==> config.mk <==
export PLATFORM = sky130hd
export DESIGN_NAME = multi_slot_tick_timer_unit
export DESIGN_NICKNAME = d
export VERILOG_FILES = /design/src/rtl/tstmr_pkg.sv /design/src/rtl/tstmr_cell.sv /design/src/rtl/tstmr_head.sv /design/src/rtl/multi_slot_tick_timer_unit.sv
export SDC_FILE = /design/constraint.sdc
export NUM_CORES = 1
export LEC_CHECK = 0
export ABC_CLOCK_PERIOD_IN_PS = 9620
export BUFFER_PORTS_ARGS = -buffer_cell sky130_fd_sc_hd__buf_2
export CAP_MARGIN = 20
export CORE_ASPECT_RATIO = 1.75
export CORE_UTILIZATION = 50
export CTS_CLUSTER_DIAMETER = 200
export DETAILED_ROUTE_END_ITERATION = 7
export PLACE_DENSITY = 0.72
export SYNTH_ARGS = -nofsm -noshare
export SYNTH_HDL_FRONTEND = slang
export SYNTH_HIERARCHICAL = 1
export SYNTH_SLANG_ARGS = --single-unit
==> constraint.sdc <==
create_clock -name aclk -period 9.62 [get_ports aclk]
set_input_delay 0.481 -clock aclk [delete_from_list [all_inputs] [get_ports aclk]]
set_output_delay 0.481 -clock aclk [all_outputs]
set_load 0.02 [all_outputs]
==> src/rtl/tstmr_pkg.sv <==
package tstmr_pkg;

    // Command codes of the input word
    localparam logic [1:0] CMD_TICK  = 2'd0;
    localparam logic [1:0] CMD_START = 2'd1;
    localparam logic [1:0] CMD_STOP  = 2'd2;
    localparam logic [1:0] CMD_NONE  = 2'd3;

    // Field widths fixed by the interface
    localparam int SLOT_W = 4;
    localparam int CMD_W  = 2;

    // Status of the slot passing the head of the ring
    typedef struct packed {
        logic hit;          // start/stop addresses this slot
        logic expired;      // tick took this slot to zero
        logic was_running;  // running mark before update
    } head_stat_t;

    // Sequencer states, one-hot
    typedef enum logic [2:0] {
        ST_IDLE  = 3'b001,
        ST_SWEEP = 3'b010,
        ST_DONE  = 3'b100
    } seq_state_t;

endpackage

==> src/rtl/tstmr_cell.sv <==
module tstmr_cell
    import tstmr_pkg::*;
#(
    parameter int COUNT_BITS = 32
) (
    input  logic                  aclk,
    input  logic                  aresetn,
    input  logic                  shift_en,
    input  logic [COUNT_BITS-1:0] count_in,
    input  logic                  run_in,
    output logic [COUNT_BITS-1:0] count_out,
    output logic                  run_out
);

    logic [COUNT_BITS-1:0] count_reg;
    logic                  run_reg;

    // Count carries no reset: it is only looked at while the slot runs
    always_ff @(posedge aclk) begin
        if (shift_en) begin
            count_reg <= count_in;
        end
    end

    always_ff @(posedge aclk) begin
        if (!aresetn) begin
            run_reg <= 1'b0;
        end else if (shift_en) begin
            run_reg <= run_in;
        end
    end

    assign count_out = count_reg;
    assign run_out   = run_reg;

endmodule

==> src/rtl/tstmr_head.sv <==
module tstmr_head
    import tstmr_pkg::*;
#(
    parameter int COUNT_BITS = 32,
    parameter int IDX_W      = 4
) (
    input  logic [CMD_W-1:0]      cmd,
    input  logic [SLOT_W-1:0]     slot,
    input  logic [IDX_W-1:0]      idx,
    input  logic [COUNT_BITS-1:0] load_count,
    input  logic [COUNT_BITS-1:0] cur_count,
    input  logic                  cur_run,
    output logic [COUNT_BITS-1:0] next_count,
    output logic                  next_run,
    output head_stat_t            stat
);

    localparam logic [COUNT_BITS-1:0] ONE = COUNT_BITS'(1);

    logic [COUNT_BITS-1:0] dec;
    logic                  match;

    assign dec   = cur_count - ONE;
    assign match = (8'(slot) == 8'(idx));

    // Update of the slot at the head; one decrementer shared by all slots
    always_comb begin
        next_count       = cur_count;
        next_run         = cur_run;
        stat.hit         = 1'b0;
        stat.expired     = 1'b0;
        stat.was_running = cur_run;
        unique case (cmd)
            CMD_TICK: begin
                if (cur_run) begin
                    next_count = dec;
                    if (dec == '0) begin
                        next_run     = 1'b0;
                        stat.expired = 1'b1;
                    end
                end
            end
            CMD_START: begin
                if (match) begin
                    stat.hit   = 1'b1;
                    next_count = load_count;
                    next_run   = 1'b1;
                end
            end
            CMD_STOP: begin
                if (match) begin
                    stat.hit = 1'b1;
                    next_run = 1'b0;
                end
            end
            default: begin
            end
        endcase
    end

endmodule

==> src/rtl/multi_slot_tick_timer_unit.sv <==
// Bank of NUM_TIMERS one-shot countdown timers held in a ring of cells that
// rotates past a single update unit. Every command (tick, start, stop, none) turns
// the ring once, one slot per cycle unless a word waits on the result side; an
// item passes through accept, NUM_TIMERS rotation steps and a final word. A
// start or stop yields one acknowledge word; a tick yields one word per expired
// slot in ascending slot order, or one empty word; run_last marks the final
// word of an item.
// A start count of zero is loaded as one. Slots addressed beyond the bank
// are acknowledged with was_running low and change nothing.
module multi_slot_tick_timer_unit
    import tstmr_pkg::*;
#(
    parameter int NUM_TIMERS = 16,
    parameter int COUNT_BITS = 32
) (
    input  logic              aclk,
    input  logic              aresetn,
    input  logic              s_valid,
    output logic              s_ready,
    input  logic [1:0]        s_cmd,
    input  logic [3:0]        s_timer_slot,
    input  logic [31:0]       s_start_count,
    output logic              m_valid,
    input  logic              m_ready,
    output logic              m_fired,
    output logic [3:0]        m_fired_slot,
    output logic              m_was_running,
    output logic              m_run_last
);

    localparam int IDX_W = (NUM_TIMERS > 1) ? $clog2(NUM_TIMERS) : 1;
    localparam logic [IDX_W-1:0]      LAST_IDX = IDX_W'(NUM_TIMERS - 1);
    localparam logic [COUNT_BITS-1:0] ONE      = COUNT_BITS'(1);

    seq_state_t            state_reg, state_next;
    logic [IDX_W-1:0]      step_reg;
    logic [CMD_W-1:0]      cmd_reg;
    logic [SLOT_W-1:0]     slot_reg;
    logic [COUNT_BITS-1:0] cnt_reg;
    logic                  was_reg;
    logic                  pend_valid_reg;
    logic [SLOT_W-1:0]     pend_slot_reg;

    logic                  out_valid_reg;
    logic                  out_fired_reg;
    logic [SLOT_W-1:0]     out_slot_reg;
    logic                  out_was_reg;
    logic                  out_last_reg;

    logic [COUNT_BITS-1:0] ring_count [NUM_TIMERS];
    logic                  ring_run   [NUM_TIMERS];
    logic [COUNT_BITS-1:0] head_count;
    logic                  head_run;
    head_stat_t            head_stat;

    logic                  out_free;
    logic                  push;
    logic                  push_fired;
    logic [SLOT_W-1:0]     push_slot;
    logic                  push_was;
    logic                  push_last;
    logic                  advance;
    logic [COUNT_BITS-1:0] cnt_in;

    // Ring of slot cells; cell 0 is the head, and its update refills the tail
    for (genvar j = 0; j < NUM_TIMERS; j++) begin : g_cell
        logic [COUNT_BITS-1:0] c_in;
        logic                  r_in;
        if (j == NUM_TIMERS - 1) begin : g_tail
            assign c_in = head_count;
            assign r_in = head_run;
        end else begin : g_mid
            assign c_in = ring_count[j+1];
            assign r_in = ring_run[j+1];
        end
        tstmr_cell #(
            .COUNT_BITS(COUNT_BITS)
        ) u_cell (
            .aclk     (aclk),
            .aresetn  (aresetn),
            .shift_en (advance),
            .count_in (c_in),
            .run_in   (r_in),
            .count_out(ring_count[j]),
            .run_out  (ring_run[j])
        );
    end

    tstmr_head #(
        .COUNT_BITS(COUNT_BITS),
        .IDX_W     (IDX_W)
    ) u_head (
        .cmd       (cmd_reg),
        .slot      (slot_reg),
        .idx       (step_reg),
        .load_count(cnt_reg),
        .cur_count (ring_count[0]),
        .cur_run   (ring_run[0]),
        .next_count(head_count),
        .next_run  (head_run),
        .stat      (head_stat)
    );

    assign out_free = !out_valid_reg || m_ready;
    assign s_ready  = (state_reg == ST_IDLE);
    assign cnt_in   = s_start_count[COUNT_BITS-1:0];

    // Word to push and rotation stall
    always_comb begin
        push       = 1'b0;
        push_fired = 1'b0;
        push_slot  = '0;
        push_was   = 1'b0;
        push_last  = 1'b0;
        advance    = 1'b0;
        state_next = state_reg;
        unique case (state_reg)
            ST_IDLE: begin
                if (s_valid) begin
                    state_next = ST_SWEEP;
                end
            end
            ST_SWEEP: begin
                // an earlier expiry is flushed when a newer one turns up
                if ((cmd_reg == CMD_TICK) && head_stat.expired && pend_valid_reg) begin
                    push       = out_free;
                    push_fired = 1'b1;
                    push_slot  = pend_slot_reg;
                    advance    = out_free;
                end else begin
                    advance = 1'b1;
                end
                if (advance && (step_reg == LAST_IDX)) begin
                    state_next = ST_DONE;
                end
            end
            ST_DONE: begin
                push      = out_free;
                push_last = 1'b1;
                if ((cmd_reg == CMD_START) || (cmd_reg == CMD_STOP)) begin
                    push_slot = slot_reg;
                    push_was  = was_reg;
                end else if ((cmd_reg == CMD_TICK) && pend_valid_reg) begin
                    push_fired = 1'b1;
                    push_slot  = pend_slot_reg;
                end
                if (out_free) begin
                    state_next = ST_IDLE;
                end
            end
            default: begin
                state_next = ST_IDLE;
            end
        endcase
    end

    // Sequencer control
    always_ff @(posedge aclk) begin
        if (!aresetn) begin
            state_reg      <= ST_IDLE;
            step_reg       <= '0;
            pend_valid_reg <= 1'b0;
            was_reg        <= 1'b0;
        end else begin
            state_reg <= state_next;
            if (s_valid && s_ready) begin
                step_reg       <= '0;
                pend_valid_reg <= 1'b0;
                was_reg        <= 1'b0;
            end else if (advance) begin
                step_reg <= (step_reg == LAST_IDX) ? '0 : step_reg + IDX_W'(1);
                if ((cmd_reg == CMD_TICK) && head_stat.expired) begin
                    pend_valid_reg <= 1'b1;
                end
                if (head_stat.hit) begin
                    was_reg <= head_stat.was_running;
                end
            end
        end
    end

    // Captured command and the expiry waiting for its run_last verdict
    always_ff @(posedge aclk) begin
        if (s_valid && s_ready) begin
            cmd_reg  <= s_cmd;
            slot_reg <= s_timer_slot;
            cnt_reg  <= (cnt_in == '0) ? ONE : cnt_in;
        end
        if (advance && (cmd_reg == CMD_TICK) && head_stat.expired) begin
            pend_slot_reg <= SLOT_W'(step_reg);
        end
    end

    // Output register
    always_ff @(posedge aclk) begin
        if (!aresetn) begin
            out_valid_reg <= 1'b0;
        end else if (push) begin
            out_valid_reg <= 1'b1;
        end else if (m_ready) begin
            out_valid_reg <= 1'b0;
        end
    end

    always_ff @(posedge aclk) begin
        if (push) begin
            out_fired_reg <= push_fired;
            out_slot_reg  <= push_slot;
            out_was_reg   <= push_was;
            out_last_reg  <= push_last;
        end
    end

    assign m_valid       = out_valid_reg;
    assign m_fired       = out_fired_reg;
    assign m_fired_slot  = out_slot_reg;
    assign m_was_running = out_was_reg;
    assign m_run_last    = out_last_reg;

endmodule

==> reports/results.tsv, run 1 <==
metric	value	unit
status	finished, final reports clean	
drtIter0Drc	616	
num_vias	8786	
muxShareOfSynthArea	0.0236	
hold_end	slot_reg[3]	
r2r-end	g_cell[4].u_cell/count_out[17]	
place_hpwl	18100	um
syn2layout_area_growth	11.3	%
worst_setup_path_end_kind	register	
ys_seq_area_frac	0.852	
synth_compound_area_frac	0.0280	
grt_pass1_wl	49200	um
drtPass1Iterations	5	
cp-start-kind	register	
rsz0062_at_grt	false	
grt_pass1_vias	8465	
r2r_setup_slack	3.87	ns
clock_latency	0.58	ns
ctsHtreeMaxLevel	2	
r2r_cells	14	
synth_xor_area_frac	0.0180	
avgSynthCellArea	19.9	sq um
root_buffer	clkbuf_16	
initial_core_util	0.509	
diodes	0	
crit_slowest_cell	clkinv_16	
pin_count	51	
cp.required	9.88	ns
drv_cap	0	
post_cts_resized	0	
seqCellArea	17400	sq um
fp.dieW	155	um
synth_cell_type_count	68	
hold_start	s_timer_slot[3]	
netlist_area	20400	sq um
ys.warnings.count	6	
die-height	269	um
core	40100	sq um
wl	31600	um
place.gp.congestion	0.889	
report.power.total	4.97	mW
syn_nets	1073	
cts_hold_buf	0	
synth_top_flop_cell	edfxtp_1	
layout.nets	1118	
power_per_cell_area	219	nW/um^2
max_stage_delay	0.74	ns
postSynth.asyncResetShare	0	
fin_skew	0.0222	ns
viasPerCell	5.48	
critPathArrivalTime	6.02	ns
cts_tree	built	
synth-seq-cells	587	
crit_type	reg2reg	
clk_pin_slew	0.07	ns
crit_chain	inv_1 -> ha_1 -> nor3b_4 -> nand4_2 -> nor3_1 -> xor2_1 -> nor4_1 -> nand4_1 -> nor2_1 -> nand4b_1 -> o21ai_2 -> clkinv_16 -> buf_4 -> buf_16	
largest_reg_flops	512	
clock-sinks	587	
design.die.area	41600	sq um
grtUsageTotal	0.156	
min_period	5.75	ns
wl_per_cell	19.7	um
synth_edf_count	561	
max_slew.worst_pin.slew	1.08	ns
clock.fmax	0.174	GHz
dp.cells	1510	
synthAdderAreaFrac	0.00491	
r2r-start	g_cell[0].u_cell/count_out[1]	
overflow	0	
hold_path_depth	1	
antenna_found_initial	0	
period_share	0.598	
setup_violations	0	
critPathBufInv	4	
slew_headroom	0.278	
cts_buffer_depth	3	
synth_top_family_by_area	simple AND/OR/NAND/NOR gates	
synthCells	1023	
rows	97	
total_leakage_power	7.14	nW
final_max_slew_viol_count	0	
yosys.area_share.simple	0.0548	
peakVddDrop	0.176	mV
cts_buffers	49	
crit_fanout	342	
fillers	2962	
layout-drive-gt1-share	0.141	
finalNonFillerCells	1603	
drc	0	
critical-path-top-delay-family	simple AND/OR/NAND/NOR gates	
holdCritPathClass	in2reg	
multi_input_area	2650	sq um
fin_setup_tns	0	ns
postRouteAntennaNets	0	
cts_setup_buffers	0	
portBuffers	50	
hold_violations	0	
grt_max_degree	343	
## kinds of logic after synthesis
kind of cell,Yosys count
AO/OA/AOI/OAI,73
adder cells (fa/ha/maj),8
XOR/XNOR,42
multiplexers,48
flip-flops,587
buffers and inverters,80
AND/OR/NAND/NOR,185
## final cells by class
class | count | area share
Tap cell | 495 | 0.0273
Sequential cell | 587 | 0.766
Multi-Input combinational cell | 356 | 0.117
Inverter | 16 | 0.00381
Clock buffer | 56 | 0.0552
Clock inverter | 35 | 0.0157
Timing Repair Buffer | 58 | 0.0154
## synth_stat cells (all sizes together) (4+ instances only)
master / number / area (sq um)
o221ai: 20 / 175
nand3: 8 / 40.0
nand4: 8 / 56.3
xor2: 21 / 184
xnor2: 21 / 184
nor3: 19 / 100
and3: 7 / 45.1
nand2b: 5 / 33.8
nor2: 23 / 86.3
clkbuf: 46 / 184
nand3b: 4 / 30.0
nor2b: 20 / 125
buf: 18 / 134
nand2: 45 / 171
a21oi: 11 / 66.3
edfxtp: 561 / 16800
a22o: 4 / 35.0
nor4: 20 / 170
or3: 4 / 30.0
and2: 5 / 31.3
mux2i: 47 / 470
o21ai: 10 / 53.8
inv: 15 / 56.3
a221o: 7 / 70.1
nor4b: 5 / 65.1
nor3b: 5 / 71.3
ha: 8 / 100
dfxtp: 26 / 521
## cells in the final DEF, fill, tap and decap left out, types with 9 or more instances in the layout
cell       instances
mux2i_1           47
nor2_1            22
a21oi_1           10
xor2_1            21
nor3_1            18
o21ai_0            9
nor4_1            16
inv_1             15
nor2b_1           20
o221ai_1          20
clkinv_1           9
clkbuf_16         49
nand2_1           44
dfxtp_1           26
xnor2_1           21
clkinv_2          11
edfxtp_1         561
buf_2             50
## per-layer routing
layer	global-route usage	routed length [um]
met1	0.213	13900
met2	0.257	15500
met3	0.0263	1470
met4	0.0551	848
met5	0	0
## per-stage QoR
step	setup WS, ns	utilization	cell area [sq um]	hold slack (ns)
CTS	3.84	0.565	22600	0.0579
global route	3.41	0.566	22700	0.0682
detailed placement	3.88	0.525	21000	0.405
floorplan	2.78	-	20400	0.400
global placement	4.04	0.525	21000	0.400
finish	3.87	0.566	22700	0.0819
## worst reg2reg max path, stage by stage (launching register included)
cell       delay (ns)
edfxtp_1         0.50
inv_1            0.15
ha_1             0.22
nor3b_4          0.36
nand4_2          0.32
nor3_1           0.31
xor2_1           0.10
nor4_1           0.39
nand4_1          0.21
nor2_1           0.31
nand4b_1         0.26
o21ai_2          0.54
clkinv_16        0.74
buf_4            0.71
buf_16           0.26
## worst max path at each step
stage	startpoint	endpoint	slack (ns)	cells after the start
floorplan	g_cell[0].u_cell/count_out[1]	pend_slot_reg[0]	2.78	13
global placement	g_cell[0].u_cell/count_out[1]	g_cell[4].u_cell/count_out[16]	4.04	13
detailed placement	g_cell[0].u_cell/count_out[1]	g_cell[1].u_cell/count_out[16]	3.88	13
CTS	g_cell[0].u_cell/count_out[1]	g_cell[4].u_cell/count_out[18]	3.84	13
global route	g_cell[0].u_cell/count_out[1]	g_cell[4].u_cell/count_out[17]	3.41	14
finish	g_cell[0].u_cell/count_out[1]	g_cell[4].u_cell/count_out[17]	3.87	14
## power breakdown
group          leakage (nW)  internal (mW)  switching [mW]
combinational          1.07         0.0332          0.0783
sequential             5.28           2.85          0.0256
clock                 0.786           1.11           0.879
(Power assumes the default switching activity.)
==> inputs of run 2 (changes only) <==
--- a/config.mk
+++ b/config.mk
@@ -5,7 +5,8 @@
 export SDC_FILE = /design/constraint.sdc
 export NUM_CORES = 1
 export LEC_CHECK = 0
-export ABC_CLOCK_PERIOD_IN_PS = 9620
+export ABC_AREA = 1
+export ABC_CLOCK_PERIOD_IN_PS = 5200
 export BUFFER_PORTS_ARGS = -buffer_cell sky130_fd_sc_hd__buf_2
 export CAP_MARGIN = 20
 export CORE_ASPECT_RATIO = 1.75
==> constraint.sdc (replaced) <==
create_clock -name aclk -period 5.2 [get_ports aclk]
set_input_delay 0.26 -clock aclk [delete_from_list [all_inputs] [get_ports aclk]]
set_output_delay 0.26 -clock aclk [all_outputs]
set_load 0.02 [all_outputs]
==> reports/results.tsv, run 2 <==
metric	value	unit
placed_cell_area	21500	sq um
syn_nets	1306	
total_leakage_power	7.83	nW
initial_core_util	0.510	
synth-seq-cells	587	
cp.required	5.38	ns
netlist_area	20500	sq um
synth_cell_type_count	31	
peakVddDrop	0.346	mV
root_buffer	clkbuf_16	
grt_pass1_vias	10009	
fin_area	23500	sq um
max_slew.worst_pin.slew	0.899	ns
crit_chain	nor2_2 -> nand2_2 -> nor2_4 -> nand2_1 -> nor2_1 -> nand3_1 -> nand2_1 -> nor2_1 -> nand2_1 -> nor2_1 -> nand2_1 -> nor2_1 -> inv_1 -> nor2_4 -> a21oi_4 -> buf_12	
grt_max_degree	156	
dp.cells	1813	
clock.fmax	0.264	GHz
synth_edf_count	561	
wl_per_cell	17.8	um
power_per_cell_area	395	nW/um^2
period_share	0.727	
fin_skew	0.0212	ns
rsz0062_at_grt	false	
final_max_slew_viol_count	0	
clk_pin_slew	0.07	ns
wl	34600	um
syn2layout_area_growth	14.4	%
postRouteAntennaNets	0	
highest_layer	met4	
critPathBufInv	2	
worst_setup_path_end_kind	register	
place_hpwl	20600	um
seqCellArea	17400	sq um
setup_violations	0	
ys.warnings.count	6	
portBuffers	50	
overflow	0	
place.gp.congestion	0.844	
netlist_top_cells_area	edfxtp_1 (82%), nand2_1 (3.1%), dfxtp_1 (2.5%)	
viasPerCell	5.11	
diodes	0	
cts_buffer_depth	3	
multi_input_area	2660	sq um
clock_latency	0.57	ns
report.power.total	9.28	mW
dp_slack	1.44	ns
critical-path-top-delay-family	simple AND/OR/NAND/NOR gates	
fin_ws	1.42	ns
ctsHtreeMaxLevel	2	
synth_top_flop_cell	edfxtp_1	
grt_pass1_wl	54300	um
largest_reg_flops	512	
synthCells	1256	
routed-wl-met3	1310	um
drtIter0Drc	756	
clock-sinks	587	
met2WireLength	17500	um
critPathArrivalTime	3.97	ns
finalNonFillerCells	1940	
fp.dieW	155	um
avgSynthCellArea	16.3	sq um
postSynth.asyncResetShare	0	
max_stage_delay	0.52	ns
layout_common_cells	edfxtp_1 (561), nand2_1 (167), nor2_1 (120)	
design.die.area	41900	sq um
cts_tree	built	
grtUsageTotal	0.170	
layout-drive-gt1-share	0.138	
ys_top_cells_by_count	edfxtp_1 (561), nand2_1 (167), nor2_1 (120)	
final_common_cell	edfxtp_1	
die-height	270	um
wirelength_met1	14500	um
yosysMostFrequentCell	edfxtp_1	
ys_seq_area_frac	0.846	
slew_headroom	0.400	
fillers	3040	
crit_fanout	155	
drc	0	
core	40300	sq um
synth_top_area_share	0.821	
postLayoutCoreUtil	0.583	
antenna_found_initial	0	
drtPass1Iterations	5	
layout.nets	1408	
pin_count	51	
cts_buffers	47	
crit_type	reg2reg	
rows	97	
holdCritPathClass	in2reg	
num_vias	9917	
cp-start-kind	register	
cts_setup_buffers	0	
hold_violations	0	
crit_slowest_cell	buf_12	
status	finished, final reports clean	
synth_top_area_cell	edfxtp_1	
min_period	3.78	ns
drv_cap	0	
[run 2: cell count changes after synthesis, sizes merged, moves of 25 or more]
cell,change
inv,+75
nand3,+44
mux2i,-47
nor2,+131
o211ai,+25
o21ai,+31
nand2,+133
[run 2: layout make-up]
cell class,count,area share
Timing Repair Buffer,103,0.0363
Multi-Input combinational cell,527,0.113
Tap cell,544,0.0290
Inverter,92,0.0147
Clock inverter,32,0.0140
Sequential cell,587,0.740
Clock buffer,55,0.0531
[run 2: final timing paths]
check / startpoint / to / slack, ns / cells after the start
setup / recovery: g_cell[0].u_cell/count_out[2] / g_cell[1].u_cell/count_out[18] / 1.42 / 16
hold / removal: aresetn / m_valid / 0.09 / 3
setup reg to reg: g_cell[0].u_cell/count_out[2] / g_cell[1].u_cell/count_out[18] / 1.42 / 16
hold reg to reg: g_cell[8].u_cell/count_out[3] / g_cell[7].u_cell/count_out[3] / 0.42 / 0
[run 2: worst register-to-register path: stages (launching register included)]
cell and delay (ns):
edfxtp_1 0.48, nor2_2 0.17, nand2_2 0.11, nor2_4 0.36
nand2_1 0.25, nor2_1 0.21, nand3_1 0.09, nand2_1 0.18
nor2_1 0.09, nand2_1 0.08, nor2_1 0.04, nand2_1 0.08
nor2_1 0.06, inv_1 0.11, nor2_4 0.06, a21oi_4 0.33
buf_12 0.52
[run 2: through the flow]
step	setup TNS, ns	hold slack, ns
2_1_floorplan	-2978.62	0.358
3_3_place_gp	0	0.400
3_5_place_dp	0	0.405
4_1_cts	0	0.0699
5_1_grt	0	0.0889
6_report	0	0.0941
[run 2: kinds of logic (layout without fill, tap and decap cells)]
logic type      count (synthesis)  count (layout)  share of synthesized area
flops                         587             587                      0.846
simple gates                  395             395                     0.0851
buf+inv                       142             282                     0.0266
compound gates                112             112                     0.0324
xor+xnor                       12              12                    0.00512
fa+ha+maj                       8               8                    0.00488
[run 2: where the power goes]
group / internal (mW) / switching (mW) / total [mW] / leakage (nW)
logic: 0.0948 / 0.207 / 0.302 / 1.76
clock network: 1.99 / 1.61 / 3.61 / 0.758
registers: 5.32 / 0.0547 / 5.38 / 5.31
total: 7.41 / 1.88 / 9.28 / 7.83
[run 2: timing repair]
action                                  4_1_cts  5_1_grt
gates resized for setup                       0        0
hold buffers                                 39        0
endpoints found under the setup margin        0        0
hold endpoints to repair                     39        0
[run 2: per-layer routing]
| metal | vias up | GRT usage |
|---|---|---|
| met5 | - | 0 |
| met4 | 0 | 0.0679 |
| met3 | 85 | 0.0246 |
| met2 | 248 | 0.288 |
| met1 | 4881 | 0.222 |
| li1 | 4703 | - |
